<file path="src/rtl/rsos_pkg.sv">
`timescale 1ns / 1ps
// ----------------------------------------------------------------------------
// Range scan object segmenter package
// Shared constants, register codes and record types of the segmenter.
// ----------------------------------------------------------------------------
package rsos_pkg;

    // Default sizes of a sweep
    localparam int MAX_OBJECTS_DEF = 5;
    localparam int MAX_SAMPLES_DEF = 91;

    // Start and end index reported when no object has been stored
    localparam logic [7:0] NO_OBJECT_IDX = 8'd181;

    // Register reset values
    localparam logic [15:0] TOLERANCE_RST  = 16'd64;
    localparam logic [15:0] NEAR_LIMIT_RST = 16'd960;
    localparam logic [7:0]  MIN_POINTS_RST = 8'd4;
    localparam logic [7:0]  SMALL_LIM_RST  = 8'd10;

    // Register word indexes
    localparam logic [1:0] REG_TOLERANCE  = 2'd0;
    localparam logic [1:0] REG_NEAR_LIMIT = 2'd1;
    localparam logic [1:0] REG_MIN_POINTS = 2'd2;
    localparam logic [1:0] REG_SMALL_LIM  = 2'd3;

    // Record kinds
    localparam logic KIND_OBJECT  = 1'b0;
    localparam logic KIND_SUMMARY = 1'b1;

    // Entries in the queue between front and back
    localparam int QUEUE_DEPTH = 4;

    typedef struct packed {
        logic [15:0] tolerance;
        logic [15:0] near_limit;
        logic [7:0]  min_points;
        logic [7:0]  small_size_limit;
    } t_cfg;

    typedef struct packed {
        logic       record_kind;
        logic [2:0] slot;
        logic [7:0] start_index;
        logic [7:0] end_index;
        logic [7:0] span;
        logic [8:0] center_sum;
        logic       stored;
        logic       last;
    } t_rec;

    // Everything one sample causes: an optional object and an optional summary
    typedef struct packed {
        logic obj_vld;
        t_rec obj;
        logic sum_vld;
        t_rec sum;
    } t_entry;

endpackage

</file>
<file path="src/rtl/rsos_cfg.sv">
`timescale 1ns / 1ps
// ----------------------------------------------------------------------------
// Segmenter register bank
// APB-style register file holding the segmentation thresholds.
// ----------------------------------------------------------------------------
module rsos_cfg (
    input  logic          i_clk,
    input  logic          i_rst_n,
    input  logic          psel,
    input  logic          penable,
    input  logic          pwrite,
    input  logic [3:0]    paddr,
    input  logic [31:0]   pwdata,
    output logic [31:0]   prdata,
    output logic          pready,
    output rsos_pkg::t_cfg o_cfg
);

    rsos_pkg::t_cfg r_cfg;
    rsos_pkg::t_cfg n_cfg;
    logic           wr_en;

    assign pready = 1'b1;
    assign wr_en  = psel & penable & pwrite;
    assign o_cfg  = r_cfg;

    always_comb begin
        n_cfg = r_cfg;
        if (wr_en) begin
            case (paddr[3:2])
                rsos_pkg::REG_TOLERANCE:  n_cfg.tolerance        = pwdata[15:0];
                rsos_pkg::REG_NEAR_LIMIT: n_cfg.near_limit       = pwdata[15:0];
                rsos_pkg::REG_MIN_POINTS: n_cfg.min_points       = pwdata[7:0];
                rsos_pkg::REG_SMALL_LIM:  n_cfg.small_size_limit = pwdata[7:0];
                default: n_cfg = r_cfg;
            endcase
        end
    end

    always_ff @(posedge i_clk) begin
        if (!i_rst_n) begin
            r_cfg.tolerance        <= rsos_pkg::TOLERANCE_RST;
            r_cfg.near_limit       <= rsos_pkg::NEAR_LIMIT_RST;
            r_cfg.min_points       <= rsos_pkg::MIN_POINTS_RST;
            r_cfg.small_size_limit <= rsos_pkg::SMALL_LIM_RST;
        end else begin
            r_cfg <= n_cfg;
        end
    end

    always_comb begin
        case (paddr[3:2])
            rsos_pkg::REG_TOLERANCE:  prdata = {16'd0, r_cfg.tolerance};
            rsos_pkg::REG_NEAR_LIMIT: prdata = {16'd0, r_cfg.near_limit};
            rsos_pkg::REG_MIN_POINTS: prdata = {24'd0, r_cfg.min_points};
            rsos_pkg::REG_SMALL_LIM:  prdata = {24'd0, r_cfg.small_size_limit};
            default:                  prdata = 32'd0;
        endcase
    end

endmodule

</file>
<file path="src/rtl/rsos_front.sv">
`timescale 1ns / 1ps
// ----------------------------------------------------------------------------
// Segmenter front end
// Accepts samples, tracks the open run and the smallest object, and builds
// the records each sample causes.
// ----------------------------------------------------------------------------
module rsos_front #(
    parameter int MAX_OBJECTS = rsos_pkg::MAX_OBJECTS_DEF,
    parameter int MAX_SAMPLES = rsos_pkg::MAX_SAMPLES_DEF
) (
    input  logic            i_clk,
    input  logic            i_rst_n,
    input  rsos_pkg::t_cfg  i_cfg,
    input  logic            i_valid,
    input  logic [15:0]     i_distance,
    input  logic            i_final,
    output logic            o_ready,
    input  logic            i_q_full,
    output logic            o_push,
    output rsos_pkg::t_entry o_entry
);

    localparam logic [7:0] LastIdx = 8'(MAX_SAMPLES - 1);
    localparam logic [2:0] ObjMax  = 3'(MAX_OBJECTS);

    logic [15:0] r_prev, n_prev;
    logic [7:0]  r_idx, n_idx;
    logic        r_open, n_open;
    logic [7:0]  r_run_start, n_run_start;
    logic [7:0]  r_points, n_points;
    logic [2:0]  r_objs, n_objs;
    logic [2:0]  r_best_slot, n_best_slot;
    logic [7:0]  r_best_span, n_best_span;
    logic [7:0]  r_best_start, n_best_start;
    logic [7:0]  r_best_end, n_best_end;

    logic        accept;
    logic        fin;
    logic [15:0] step;
    logic        cont;
    logic        obj_hit;
    logic [7:0]  st;
    logic [7:0]  sp;
    logic        stored;
    logic        any;
    rsos_pkg::t_entry entry;

    assign o_ready = ~i_q_full;
    assign accept  = i_valid & ~i_q_full;

    always_comb begin
        n_prev       = r_prev;
        n_idx        = r_idx;
        n_open       = r_open;
        n_run_start  = r_run_start;
        n_points     = r_points;
        n_objs       = r_objs;
        n_best_slot  = r_best_slot;
        n_best_span  = r_best_span;
        n_best_start = r_best_start;
        n_best_end   = r_best_end;
        entry        = '0;

        fin    = i_final | (r_idx >= LastIdx);
        step   = (i_distance >= r_prev) ? (i_distance - r_prev) : (r_prev - i_distance);
        cont   = (step <= i_cfg.tolerance) & (i_distance < i_cfg.near_limit) & ~fin;
        obj_hit = (r_idx != 8'd0) & ~cont & r_open & (r_points >= i_cfg.min_points);
        st     = r_run_start - 8'd1;
        sp     = r_idx - st;
        stored = r_objs < ObjMax;

        if (r_idx != 8'd0) begin
            if (cont) begin
                if (!r_open) begin
                    n_run_start = r_idx;
                    n_open      = 1'b1;
                end
                if (r_points != 8'hFF) begin
                    n_points = r_points + 8'd1;
                end
            end else begin
                n_open   = 1'b0;
                n_points = 8'd1;
            end
        end

        if (obj_hit) begin
            entry.obj_vld          = 1'b1;
            entry.obj.record_kind  = rsos_pkg::KIND_OBJECT;
            entry.obj.slot         = stored ? r_objs : 3'd0;
            entry.obj.start_index  = st;
            entry.obj.end_index    = r_idx;
            entry.obj.span         = sp;
            entry.obj.center_sum   = {1'b0, st} + {1'b0, r_idx};
            entry.obj.stored       = stored;
            entry.obj.last         = ~fin;
            if (stored) begin
                if ((r_objs == 3'd0) ||
                    ((sp < r_best_span) && (sp < i_cfg.small_size_limit))) begin
                    n_best_slot  = r_objs;
                    n_best_span  = sp;
                    n_best_start = st;
                    n_best_end   = r_idx;
                end
                n_objs = r_objs + 3'd1;
            end
        end

        n_prev = i_distance;
        any    = n_objs != 3'd0;

        if (fin) begin
            entry.sum_vld         = 1'b1;
            entry.sum.record_kind = rsos_pkg::KIND_SUMMARY;
            entry.sum.slot        = n_best_slot;
            entry.sum.start_index = n_best_start;
            entry.sum.end_index   = n_best_end;
            entry.sum.span        = any ? n_best_span : 8'd0;
            entry.sum.center_sum  = any ? ({1'b0, n_best_start} + {1'b0, n_best_end})
                                        : 9'd0;
            entry.sum.stored      = any;
            entry.sum.last        = 1'b1;
            // New sweep starts with the next sample
            n_idx        = 8'd0;
            n_open       = 1'b0;
            n_run_start  = 8'd0;
            n_points     = 8'd0;
            n_objs       = 3'd0;
            n_best_slot  = 3'd0;
            n_best_span  = 8'd0;
            n_best_start = rsos_pkg::NO_OBJECT_IDX;
            n_best_end   = rsos_pkg::NO_OBJECT_IDX;
        end else begin
            n_idx = r_idx + 8'd1;
        end
    end

    assign o_push  = accept & (entry.obj_vld | entry.sum_vld);
    assign o_entry = entry;

    always_ff @(posedge i_clk) begin
        if (!i_rst_n) begin
            r_prev       <= 16'd0;
            r_idx        <= 8'd0;
            r_open       <= 1'b0;
            r_run_start  <= 8'd0;
            r_points     <= 8'd0;
            r_objs       <= 3'd0;
            r_best_slot  <= 3'd0;
            r_best_span  <= 8'd0;
            r_best_start <= rsos_pkg::NO_OBJECT_IDX;
            r_best_end   <= rsos_pkg::NO_OBJECT_IDX;
        end else if (accept) begin
            r_prev       <= n_prev;
            r_idx        <= n_idx;
            r_open       <= n_open;
            r_run_start  <= n_run_start;
            r_points     <= n_points;
            r_objs       <= n_objs;
            r_best_slot  <= n_best_slot;
            r_best_span  <= n_best_span;
            r_best_start <= n_best_start;
            r_best_end   <= n_best_end;
        end
    end

endmodule

</file>
<file path="src/rtl/rsos_queue.sv">
`timescale 1ns / 1ps
// ----------------------------------------------------------------------------
// Segmenter record queue
// Small first-in first-out queue of record entries between front and back.
// ----------------------------------------------------------------------------
module rsos_queue (
    input  logic             i_clk,
    input  logic             i_rst_n,
    input  logic             i_push,
    input  rsos_pkg::t_entry i_entry,
    output logic             o_full,
    input  logic             i_pop,
    output logic             o_valid,
    output rsos_pkg::t_entry o_entry
);

    localparam int PtrW = $clog2(rsos_pkg::QUEUE_DEPTH);
    localparam int CntW = $clog2(rsos_pkg::QUEUE_DEPTH + 1);

    rsos_pkg::t_entry r_mem [rsos_pkg::QUEUE_DEPTH];
    logic [PtrW-1:0]  r_wr, r_rd;
    logic [CntW-1:0]  r_cnt;
    logic             do_push;
    logic             do_pop;

    assign o_full  = r_cnt == CntW'(rsos_pkg::QUEUE_DEPTH);
    assign o_valid = r_cnt != '0;
    assign o_entry = r_mem[r_rd];
    assign do_push = i_push & ~o_full;
    assign do_pop  = i_pop & o_valid;

    always_ff @(posedge i_clk) begin
        if (do_push) begin
            r_mem[r_wr] <= i_entry;
        end
    end

    always_ff @(posedge i_clk) begin
        if (!i_rst_n) begin
            r_wr  <= '0;
            r_rd  <= '0;
            r_cnt <= '0;
        end else begin
            if (do_push) begin
                r_wr <= r_wr + PtrW'(1);
            end
            if (do_pop) begin
                r_rd <= r_rd + PtrW'(1);
            end
            if (do_push && !do_pop) begin
                r_cnt <= r_cnt + CntW'(1);
            end else if (do_pop && !do_push) begin
                r_cnt <= r_cnt - CntW'(1);
            end
        end
    end

endmodule

</file>
<file path="src/rtl/rsos_back.sv">
`timescale 1ns / 1ps
// ----------------------------------------------------------------------------
// Segmenter back end
// Output register that takes one entry from the queue and sends its object
// record and summary record one after the other.
// ----------------------------------------------------------------------------
module rsos_back (
    input  logic             i_clk,
    input  logic             i_rst_n,
    input  logic             i_q_valid,
    input  rsos_pkg::t_entry i_q_entry,
    output logic             o_pop,
    output logic             o_valid,
    input  logic             i_ready,
    output rsos_pkg::t_rec   o_rec
);

    logic           r_obj_v;
    logic           r_sum_v;
    rsos_pkg::t_rec r_obj;
    rsos_pkg::t_rec r_sum;
    logic           busy;
    logic           hs;
    logic           done;

    assign busy    = r_obj_v | r_sum_v;
    assign hs      = busy & i_ready;
    // The entry is finished when the record going out now is its last one
    assign done    = hs & ~(r_obj_v & r_sum_v);
    assign o_pop   = i_q_valid & (~busy | done);
    assign o_valid = busy;
    assign o_rec   = r_obj_v ? r_obj : r_sum;

    always_ff @(posedge i_clk) begin
        if (!i_rst_n) begin
            r_obj_v <= 1'b0;
            r_sum_v <= 1'b0;
        end else if (o_pop) begin
            r_obj_v <= i_q_entry.obj_vld;
            r_sum_v <= i_q_entry.sum_vld;
        end else if (hs) begin
            if (r_obj_v) begin
                r_obj_v <= 1'b0;
            end else begin
                r_sum_v <= 1'b0;
            end
        end
    end

    always_ff @(posedge i_clk) begin
        if (o_pop) begin
            r_obj <= i_q_entry.obj;
            r_sum <= i_q_entry.sum;
        end
    end

endmodule

</file>
<file path="src/rtl/range_scan_object_segmenter.sv">
`timescale 1ns / 1ps
// ----------------------------------------------------------------------------
// Range scan object segmenter
// Splits a sweep of range samples into objects and reports each object and
// the smallest one at the end of the sweep.
// ----------------------------------------------------------------------------
// One range sample is taken per cycle on the slave stream (distance in tdata,
// the end of the sweep in tlast) as long as the four-entry record queue has
// room. A sample that closes a long enough run yields an object record; the
// final sample of a sweep, or the sample at index MAX_SAMPLES - 1, yields a
// summary record naming the first stored object or a later, smaller one below
// the small size limit, so one sample yields zero, one or two records. Records
// leave the master stream at one per cycle while the master is ready, from the
// output register that the queue feeds; a sample with two records sends them
// one after the other. The queue absorbs such bursts and short stalls
// downstream; the input is held off only once all four queue entries are
// waiting, and it resumes in the cycle after the output side takes one. The
// thresholds are set through the APB port and should only be changed between
// sweeps while no record is pending.
// ----------------------------------------------------------------------------
module range_scan_object_segmenter #(
    parameter int MAX_OBJECTS = rsos_pkg::MAX_OBJECTS_DEF,
    parameter int MAX_SAMPLES = rsos_pkg::MAX_SAMPLES_DEF
) (
    input  logic        i_clk,
    input  logic        i_rst_n,
    // Sample stream
    input  logic        s_axis_tvalid,
    output logic        s_axis_tready,
    input  logic [15:0] s_axis_tdata,   // [15:0] distance
    input  logic        s_axis_tlast,   // final_sample
    // Record stream
    output logic        m_axis_tvalid,
    input  logic        m_axis_tready,
    output logic [39:0] m_axis_tdata,   // [2:0] slot, [10:3] start_index,
                                        // [18:11] end_index, [26:19] span,
                                        // [35:27] center_sum, [36] stored,
                                        // [39:37] zero
    output logic        m_axis_tuser,   // record_kind
    output logic        m_axis_tlast,   // last
    // Register port
    input  logic        psel,
    input  logic        penable,
    input  logic        pwrite,
    input  logic [3:0]  paddr,
    input  logic [31:0] pwdata,
    output logic [31:0] prdata,
    output logic        pready
);

    rsos_pkg::t_cfg   cfg;
    rsos_pkg::t_entry push_entry;
    rsos_pkg::t_entry head_entry;
    rsos_pkg::t_rec   out_rec;
    logic             push;
    logic             q_full;
    logic             q_valid;
    logic             pop;

    // Threshold registers
    rsos_cfg u_cfg (
        .i_clk   (i_clk),
        .i_rst_n (i_rst_n),
        .psel    (psel),
        .penable (penable),
        .pwrite  (pwrite),
        .paddr   (paddr),
        .pwdata  (pwdata),
        .prdata  (prdata),
        .pready  (pready),
        .o_cfg   (cfg)
    );

    // Front end: run tracking and record building, one sample per cycle while the queue has room
    rsos_front #(
        .MAX_OBJECTS (MAX_OBJECTS),
        .MAX_SAMPLES (MAX_SAMPLES)
    ) u_front (
        .i_clk      (i_clk),
        .i_rst_n    (i_rst_n),
        .i_cfg      (cfg),
        .i_valid    (s_axis_tvalid),
        .i_distance (s_axis_tdata),
        .i_final    (s_axis_tlast),
        .o_ready    (s_axis_tready),
        .i_q_full   (q_full),
        .o_push     (push),
        .o_entry    (push_entry)
    );

    // Queue decoupling the front end from the output side
    rsos_queue u_queue (
        .i_clk   (i_clk),
        .i_rst_n (i_rst_n),
        .i_push  (push),
        .i_entry (push_entry),
        .o_full  (q_full),
        .i_pop   (pop),
        .o_valid (q_valid),
        .o_entry (head_entry)
    );

    // Back end: sends the records of each entry in order
    rsos_back u_back (
        .i_clk     (i_clk),
        .i_rst_n   (i_rst_n),
        .i_q_valid (q_valid),
        .i_q_entry (head_entry),
        .o_pop     (pop),
        .o_valid   (m_axis_tvalid),
        .i_ready   (m_axis_tready),
        .o_rec     (out_rec)
    );

    assign m_axis_tdata = {3'd0, out_rec.stored, out_rec.center_sum, out_rec.span,
                           out_rec.end_index, out_rec.start_index, out_rec.slot};
    assign m_axis_tuser = out_rec.record_kind;
    assign m_axis_tlast = out_rec.last;

endmodule

</file>
<file path="config.mk">
export PLATFORM = sky130hd
export DESIGN_NAME = range_scan_object_segmenter
export DESIGN_NICKNAME = d
export VERILOG_FILES = /design/src/rtl/rsos_pkg.sv /design/src/rtl/rsos_cfg.sv /design/src/rtl/rsos_front.sv /design/src/rtl/rsos_queue.sv /design/src/rtl/rsos_back.sv /design/src/rtl/range_scan_object_segmenter.sv
export SDC_FILE = /design/constraint.sdc
export NUM_CORES = 1
export LEC_CHECK = 0
export ABC_CLOCK_PERIOD_IN_PS = 8250
export BUFFER_PORTS_ARGS = -buffer_cell sky130_fd_sc_hd__buf_2
export CAP_MARGIN = 10
export CORE_ASPECT_RATIO = 0.8
export CORE_MARGIN = 2
export CORE_UTILIZATION = 40
export CTS_BUF_LIST = sky130_fd_sc_hd__clkbuf_4 sky130_fd_sc_hd__clkbuf_8
export DETAILED_ROUTE_END_ITERATION = 6
export GPL_ROUTABILITY_DRIVEN = 1
export SLEW_MARGIN = 15
export SYNTH_ARGS = -nofsm -noshare
export SYNTH_HDL_FRONTEND = slang
export SYNTH_HIERARCHICAL = 1
export SYNTH_SLANG_ARGS = --single-unit
</file>
<file path="constraint.sdc">
create_clock -name i_clk -period 8.25 [get_ports i_clk]
set_clock_uncertainty 0.2 [all_clocks]
set_input_delay 0.4125 -clock i_clk [delete_from_list [all_inputs] [get_ports i_clk]]
set_output_delay 0.4125 -clock i_clk [all_outputs]
set_load 0.01 [all_outputs]
</file>
### Yosys cells after proc, flatten, opt, wreduce, memory -nomap -nowiden

Memories as Yosys holds them, arrays and structs flattened. A register that Yosys moved wholly into a read port is not among the register bits.
Cells that the tools add are included.

| word-level totals | value |
|---|---|
| latch bits | 0 |
| logic and storage cells | 162 |
| memories kept | 1 |
| output and inout port bits | 77 |
| bits in registers | 206 |
| ROM bits | 0 |
| memory bits (writable) | 320 |

Memory list:

| name | words | bits a word | rd ports | clocked after memory_dff | write ports | line | RTL |
|---|---|---|---|---|---|---|---|
| u_queue.r_mem | 4 | 80 | 1 | 1 | 1 | rsos_queue.sv:20 | `rsos_pkg::t_entry r_mem [rsos_pkg::QUEUE_DEPTH];` |

| cells by class | value |
|---|---|
| equality and inequality tests | 8 |
| $lt $le $gt $ge | 8 |
| div/mod/pow operators | 0 |
| bitwise gates (word level) | 24 |
| multiplexer cells | 50 |
| add/sub/neg operators | 13 |
| shift-type cells | 0 |
| $mul | 0 |
| reductions and logical operators | 23 |

Operators with widths:

| kind | count |
|---|---|
| $mux W8 | 22 |
| $pmux W32 S4 | 1 |
| $mux W40 | 2 |
| $mux W39 | 1 |
| $sub A16 B16 Y16 | 2 |
| $mux W3 | 10 |
| $add A8 B8 Y9 | 2 |
| $add A8 B1 Y8 const B | 2 |
| $ge A16 B16 Y1 | 1 |
| $le A16 B16 Y1 | 1 |
| $lt A16 B16 Y1 | 1 |
| $lt A8 B8 Y1 | 2 |
| $mux W16 | 1 |
| $and A1 B1 Y1 | 15 |
| $reduce_and A2 Y1 | 6 |
| $mux W1 | 10 |
| $mux W9 | 1 |
| $ge A8 B7 Y1 const B | 1 |
| $ge A8 B8 Y1 | 1 |
| $ne A8 B8 Y1 const B | 1 |
| $reduce_bool A2 Y1 | 4 |
| $reduce_bool A8 Y1 | 1 |
| $sub A8 B1 Y8 const B | 1 |
| $sub A8 B8 Y8 | 1 |
| other kinds (20) | 36 |

### Longest topological paths before layout

| depth | value |
|---|---|
| depth after elaboration | 20 |
| gate-level depth with buffers | 36 |

### By module

The synthesis kept the hierarchy.

Modules (own cells, without submodules):

| module | instances | cells each | area an instance (um^2) |
|---|---|---|---|
| rsos_queue | 1 | 466 | 12,110.4 |
| rsos_front | 1 | 1,042 | 7,736.2 |
| rsos_back | 1 | 135 | 3,098.0 |
| rsos_cfg | 1 | 237 | 2,358.5 |
| range_scan_object_segmenter | 1 | 4 | 26.3 |

### Least setup slack after synthesis

No wires, ideal clock.

| path | value |
|---|---|
| kind | input port to flip-flop |
| start point | input port s_axis_tdata[0] |
| end point | memory u_queue/r_mem[0][0] (netlist name) (enable) |
| data arrival time | 6.769 ns |
| setup slack | 0.834 ns |
| cell stages on the path | 26 |
| library setup time | 0.447 ns |
| data required time | 7.603 ns |
| buffers on the path | 3 |
| cells stage by stage | inv_1 ha_1 inv_1 fa_1 a21o_1 a211o_1 a211oi_1 o21ai_2 nand2_2 buf_4 mux2_2 a21oi_1 o2bb2ai_1 xnor2_1 ha_1 nand4_1 or3_1 a21o_1 a41o_1 nand2_1 buf_2 nand2_1 a21oi_1 nor2b_1 buf_2 and2_1 |

| on the way | value |
|---|---|
| cells in the longest elaborated chain, start to end | 15 |
| elaborated cells on any way between the ends | 18 |
| those cells by class | add/sub: 2; order compare: 3; mux: 4; bitwise: 9 |

Ends and longest elaborated chain:

| element | line | RTL |
|---|---|---|
| start, declared | range_scan_object_segmenter.sv:30 | `input logic [15:0] s_axis_tdata,` |
| $sub A16 B16 Y16 or $ge A16 B16 Y1 (tied branches) | rsos_front.sv:65 | `step = (i_distance >= r_prev) ? (i_distance - r_prev) : (r_prev - i_distance);` |
| $mux W16 | rsos_front.sv:65 |  |
| $le A16 B16 Y1 | rsos_front.sv:66 | `cont = (step <= i_cfg.tolerance) & (i_distance < i_cfg.near_limit) & ~fin;` |
| $and A1 B1 Y1 * (2 in series) | rsos_front.sv:66 |  |
| $not A1 Y1 * | rsos_front.sv:67 | `obj_hit = (r_idx != 8'd0) & ~cont & r_open & (r_points >= i_cfg.min_points);` |
| $and A1 B1 Y1 * (3 in series) | rsos_front.sv:67 |  |
| $mux W40 * | rsos_front.sv:87 | `if (obj_hit) begin` |
| $or A1 B1 Y1 * | rsos_front.sv:138 | `assign o_push = accept & (entry.obj_vld \| entry.sum_vld);` |
| $and A1 B1 Y1 * | rsos_front.sv:138 |  |
| net push | range_scan_object_segmenter.sv:55 | `logic push;` |
| $and A1 B1 Y1 * | rsos_queue.sv:29 | `assign do_push = i_push & ~o_full;` |
| net u_queue.do_push | rsos_queue.sv:23 | `logic do_push;` |
| $mux W1 * | rsos_queue.sv:33 | `if (do_push) begin` |
| $mux W1 (implied by the code) * | rsos_queue.sv:34 | `r_mem[r_wr] <= i_entry;` |
| end, declared | rsos_queue.sv:20 |  |

The timed path passes the listed nets; every way through them passes the cells marked *.

==> results_dict.tcl <==
set metrics [dict create \
    placedInstanceArea_um2 26470 \
    syn_area_per_cell_um2 13.44 \
    cts_sinks 528 \
    cts_buffers 86 \
    place_congestion 0.8525 \
    clock_latency_ps 690 \
    final-max-slew-violation-count 0 \
    power.total_mw 7.353 \
    vias 15470 \
    path_class "primary input to register" \
    vias_per_cell 5.239 \
    core_area_um2 62590 \
    synthCells 1884 \
    layout_commonest_cell "edfxtp_1" \
    drive_above_1_share 0.2037 \
    postCtsSetupRepairBufs 0 \
    dp_hpwl_mm 38.90 \
    postRouteAntennaNets 0 \
    dpl.cell_count 2756 \
    drtPass1Iterations 6 \
    die_w_um 285.3 \
    arrival_ps 7930 \
    peakVddDrop_uv 153.5 \
    port_buffers 98 \
    critPathBufInv 7 \
    dr.first_iter.drc_count 1226 \
    syn2layout_area_growth_pct 13.06 \
    p_leak_nw 10.98 \
    initial_utilization 0.4047 \
    die_area_um2 65370 \
    wirelength_mm 59.52 \
    wl_per_cell_um 20.15 \
    finalSetupViolations 0 \
    antenna_found_initial 1 \
    fillers 5634 \
    fin_tns_setup_ps 0 \
    cp_max_fo 16 \
    ys_warn_count 6 \
    final_cell_mix "398 x edfxtp_1, 158 x nand2_1, 137 x inv_1" \
    async_flop_share 0 \
    syn_area_um2 25330 \
    fin_cells 2953 \
    synthFlopType "edfxtp_1" \
    rsz0062_at_grt "false" \
    final_core_util 0.4576 \
    start_kind "primary input" \
    slowest_stage "dlygate4sd3_1" \
    critPathMaxStageDelay_ps 540 \
    tightestPinTransition_ps 1032 \
    pre_cts_slack_ps 280.1 \
    finalCritPeriodShare 0.9289 \
    yosysUniqueCellTypes 82 \
    hp-class "primary input to register" \
    cts-root-buf "clkbuf_8" \
    hold_viol_final 0 \
    slew_headroom 0.3106 \
    whs_ps 54.79 \
    drc 0 \
    status "complete, no violations" \
    clk_pin_slew_ps 60 \
    max_freq_mhz 130.5 \
    worst_path_dominant_cell_family "compound AO/OA/AOI/OAI gates" \
    cts_tree "done" \
    ys_ff_latch 528 \
    fin_area_um2 28640 \
    synth_edf_count 398 \
    die_h_um 229.1 \
    path_common_cell "inv_1" \
    yosysSeqAreaShare 0.5746 \
    clk_path_buf_depth 3 \
    maxCapViolations 0 \
    grt_pass1_wl_mm 91.67 \
    io_pins 137 \
    grt_usage 0.1826 \
    required_ps 8520 \
    row_count 82 \
    multiInputGateArea_um2 9568 \
    grt_max_degree 81 \
    grt_pass1_vias 15490 \
    end_kind "register" \
    cts_htree_levels 3 \
    powerDensity_nw_per_um2 256.8 \
    regArea_um2 14570 \
    fin_nets 2222 \
    grt-ovfl-total 0 \
    worst_slack_ps 586.3 \
    period_needed_ps 7664 \
]
[timing repair]
| action | 4_1_cts | 5_1_grt |
|---|---|---|
| setup endpoints to repair | 0 | 16 |
| hold buffers | 34 | 0 |
| resized for setup | 0 | 4 |
| endpoints found under the hold margin | 65 | 0 |
[layout make-up]
type / count / share of cell area
Antenna cell: 2 / 0.0001748
Clock buffer: 113 / 0.05016
Clock inverter: 48 / 0.01276
Inverter: 138 / 0.01818
Multi-Input combinational cell: 1123 / 0.3341
Sequential cell: 528 / 0.5086
Tap cell: 840 / 0.03670
Timing Repair Buffer: 161 / 0.03932
[per-layer routing]
| metal | share of wire | track usage |
|---|---|---|
| met5 | 0 | 0 |
| met4 | 0.016 | 0.04287 |
| met3 | 0.049 | 0.03257 |
| met2 | 0.45 | 0.2852 |
| met1 | 0.48 | 0.2649 |
[power by group]
part | leakage, nW | internal, mW | switching [mW]
clock network | 0.939 | 1.30 | 1.05
registers | 5.02 | 3.27 | 0.178
logic | 5.02 | 0.706 | 0.846
[state kept, by name, indices dropped and copies added (netlist names), 2 cells and up, named ones only]
signal	flops
u_front/r_objs	3
u_back/r_obj	39
u_queue/r_wr	2
u_front/r_run_start	8
u_cfg/o_cfg	48
u_front/r_idx	8
u_queue/r_cnt	3
u_front/r_best_slot	3
u_queue/r_rd	2
u_front/r_best_span	8
u_queue/r_mem	320
u_front/r_best_start	8
u_front/r_best_end	8
u_front/r_points	8
u_back/r_sum	39
u_front/r_prev	16
[path summary, 6_finish.rpt]
path / startpoint / to / slack [ps] / cells after the start
max reg2reg: u_front/r_prev[0]$_SDFFE_PN0P_ / u_queue/r_mem[0][8]$_DFFE_PP_ / 690 / 30
min: i_rst_n / u_cfg/o_cfg[23]$_SDFFE_PN1P_ / 50 / 2
min reg2reg: u_front/r_run_start[7]$_SDFFE_PN0P_ / u_front/r_run_start[7]$_SDFFE_PN0P_ / 250 / 2
max: s_axis_tdata[0] / u_queue/r_mem[0][8]$_DFFE_PP_ / 590 / 33
[Yosys cell counts (18+ instances only)]
library cell / instances / area share
edfxtp_1: 398 / 0.47
nand2_1: 158 / 0.023
inv_1: 137 / 0.020
dfxtp_1: 130 / 0.10
ha_1: 118 / 0.058
nor2_1: 103 / 0.015
mux4_2: 88 / 0.078
mux2i_1: 77 / 0.030
a21oi_1: 71 / 0.014
mux2_4: 39 / 0.023
nor2b_1: 38 / 0.0094
o21ai_0: 36 / 0.0071
clkbuf_1: 35 / 0.0052
buf_4: 31 / 0.0092
xnor2_1: 31 / 0.011
a21boi_0: 29 / 0.0086
buf_2: 26 / 0.0051
and2_1: 23 / 0.0057
and3_1: 23 / 0.0057
a21o_1: 20 / 0.0059
xor2_1: 20 / 0.0069
o211ai_1: 19 / 0.0056
nand4_1: 18 / 0.0044
[logic make-up after synthesis]
logic type | after synthesis | share of synthesized area
buf+inv | 250 | 0.05142
mux | 208 | 0.1336
other cells | 4 | 0.0005926
fa+ha+maj | 127 | 0.06422
compound gates | 279 | 0.07410
simple gates | 437 | 0.08388
xor+xnor | 51 | 0.01763
flops | 528 | 0.5746
No activity file was read; power rests on OpenSTA's default activity.
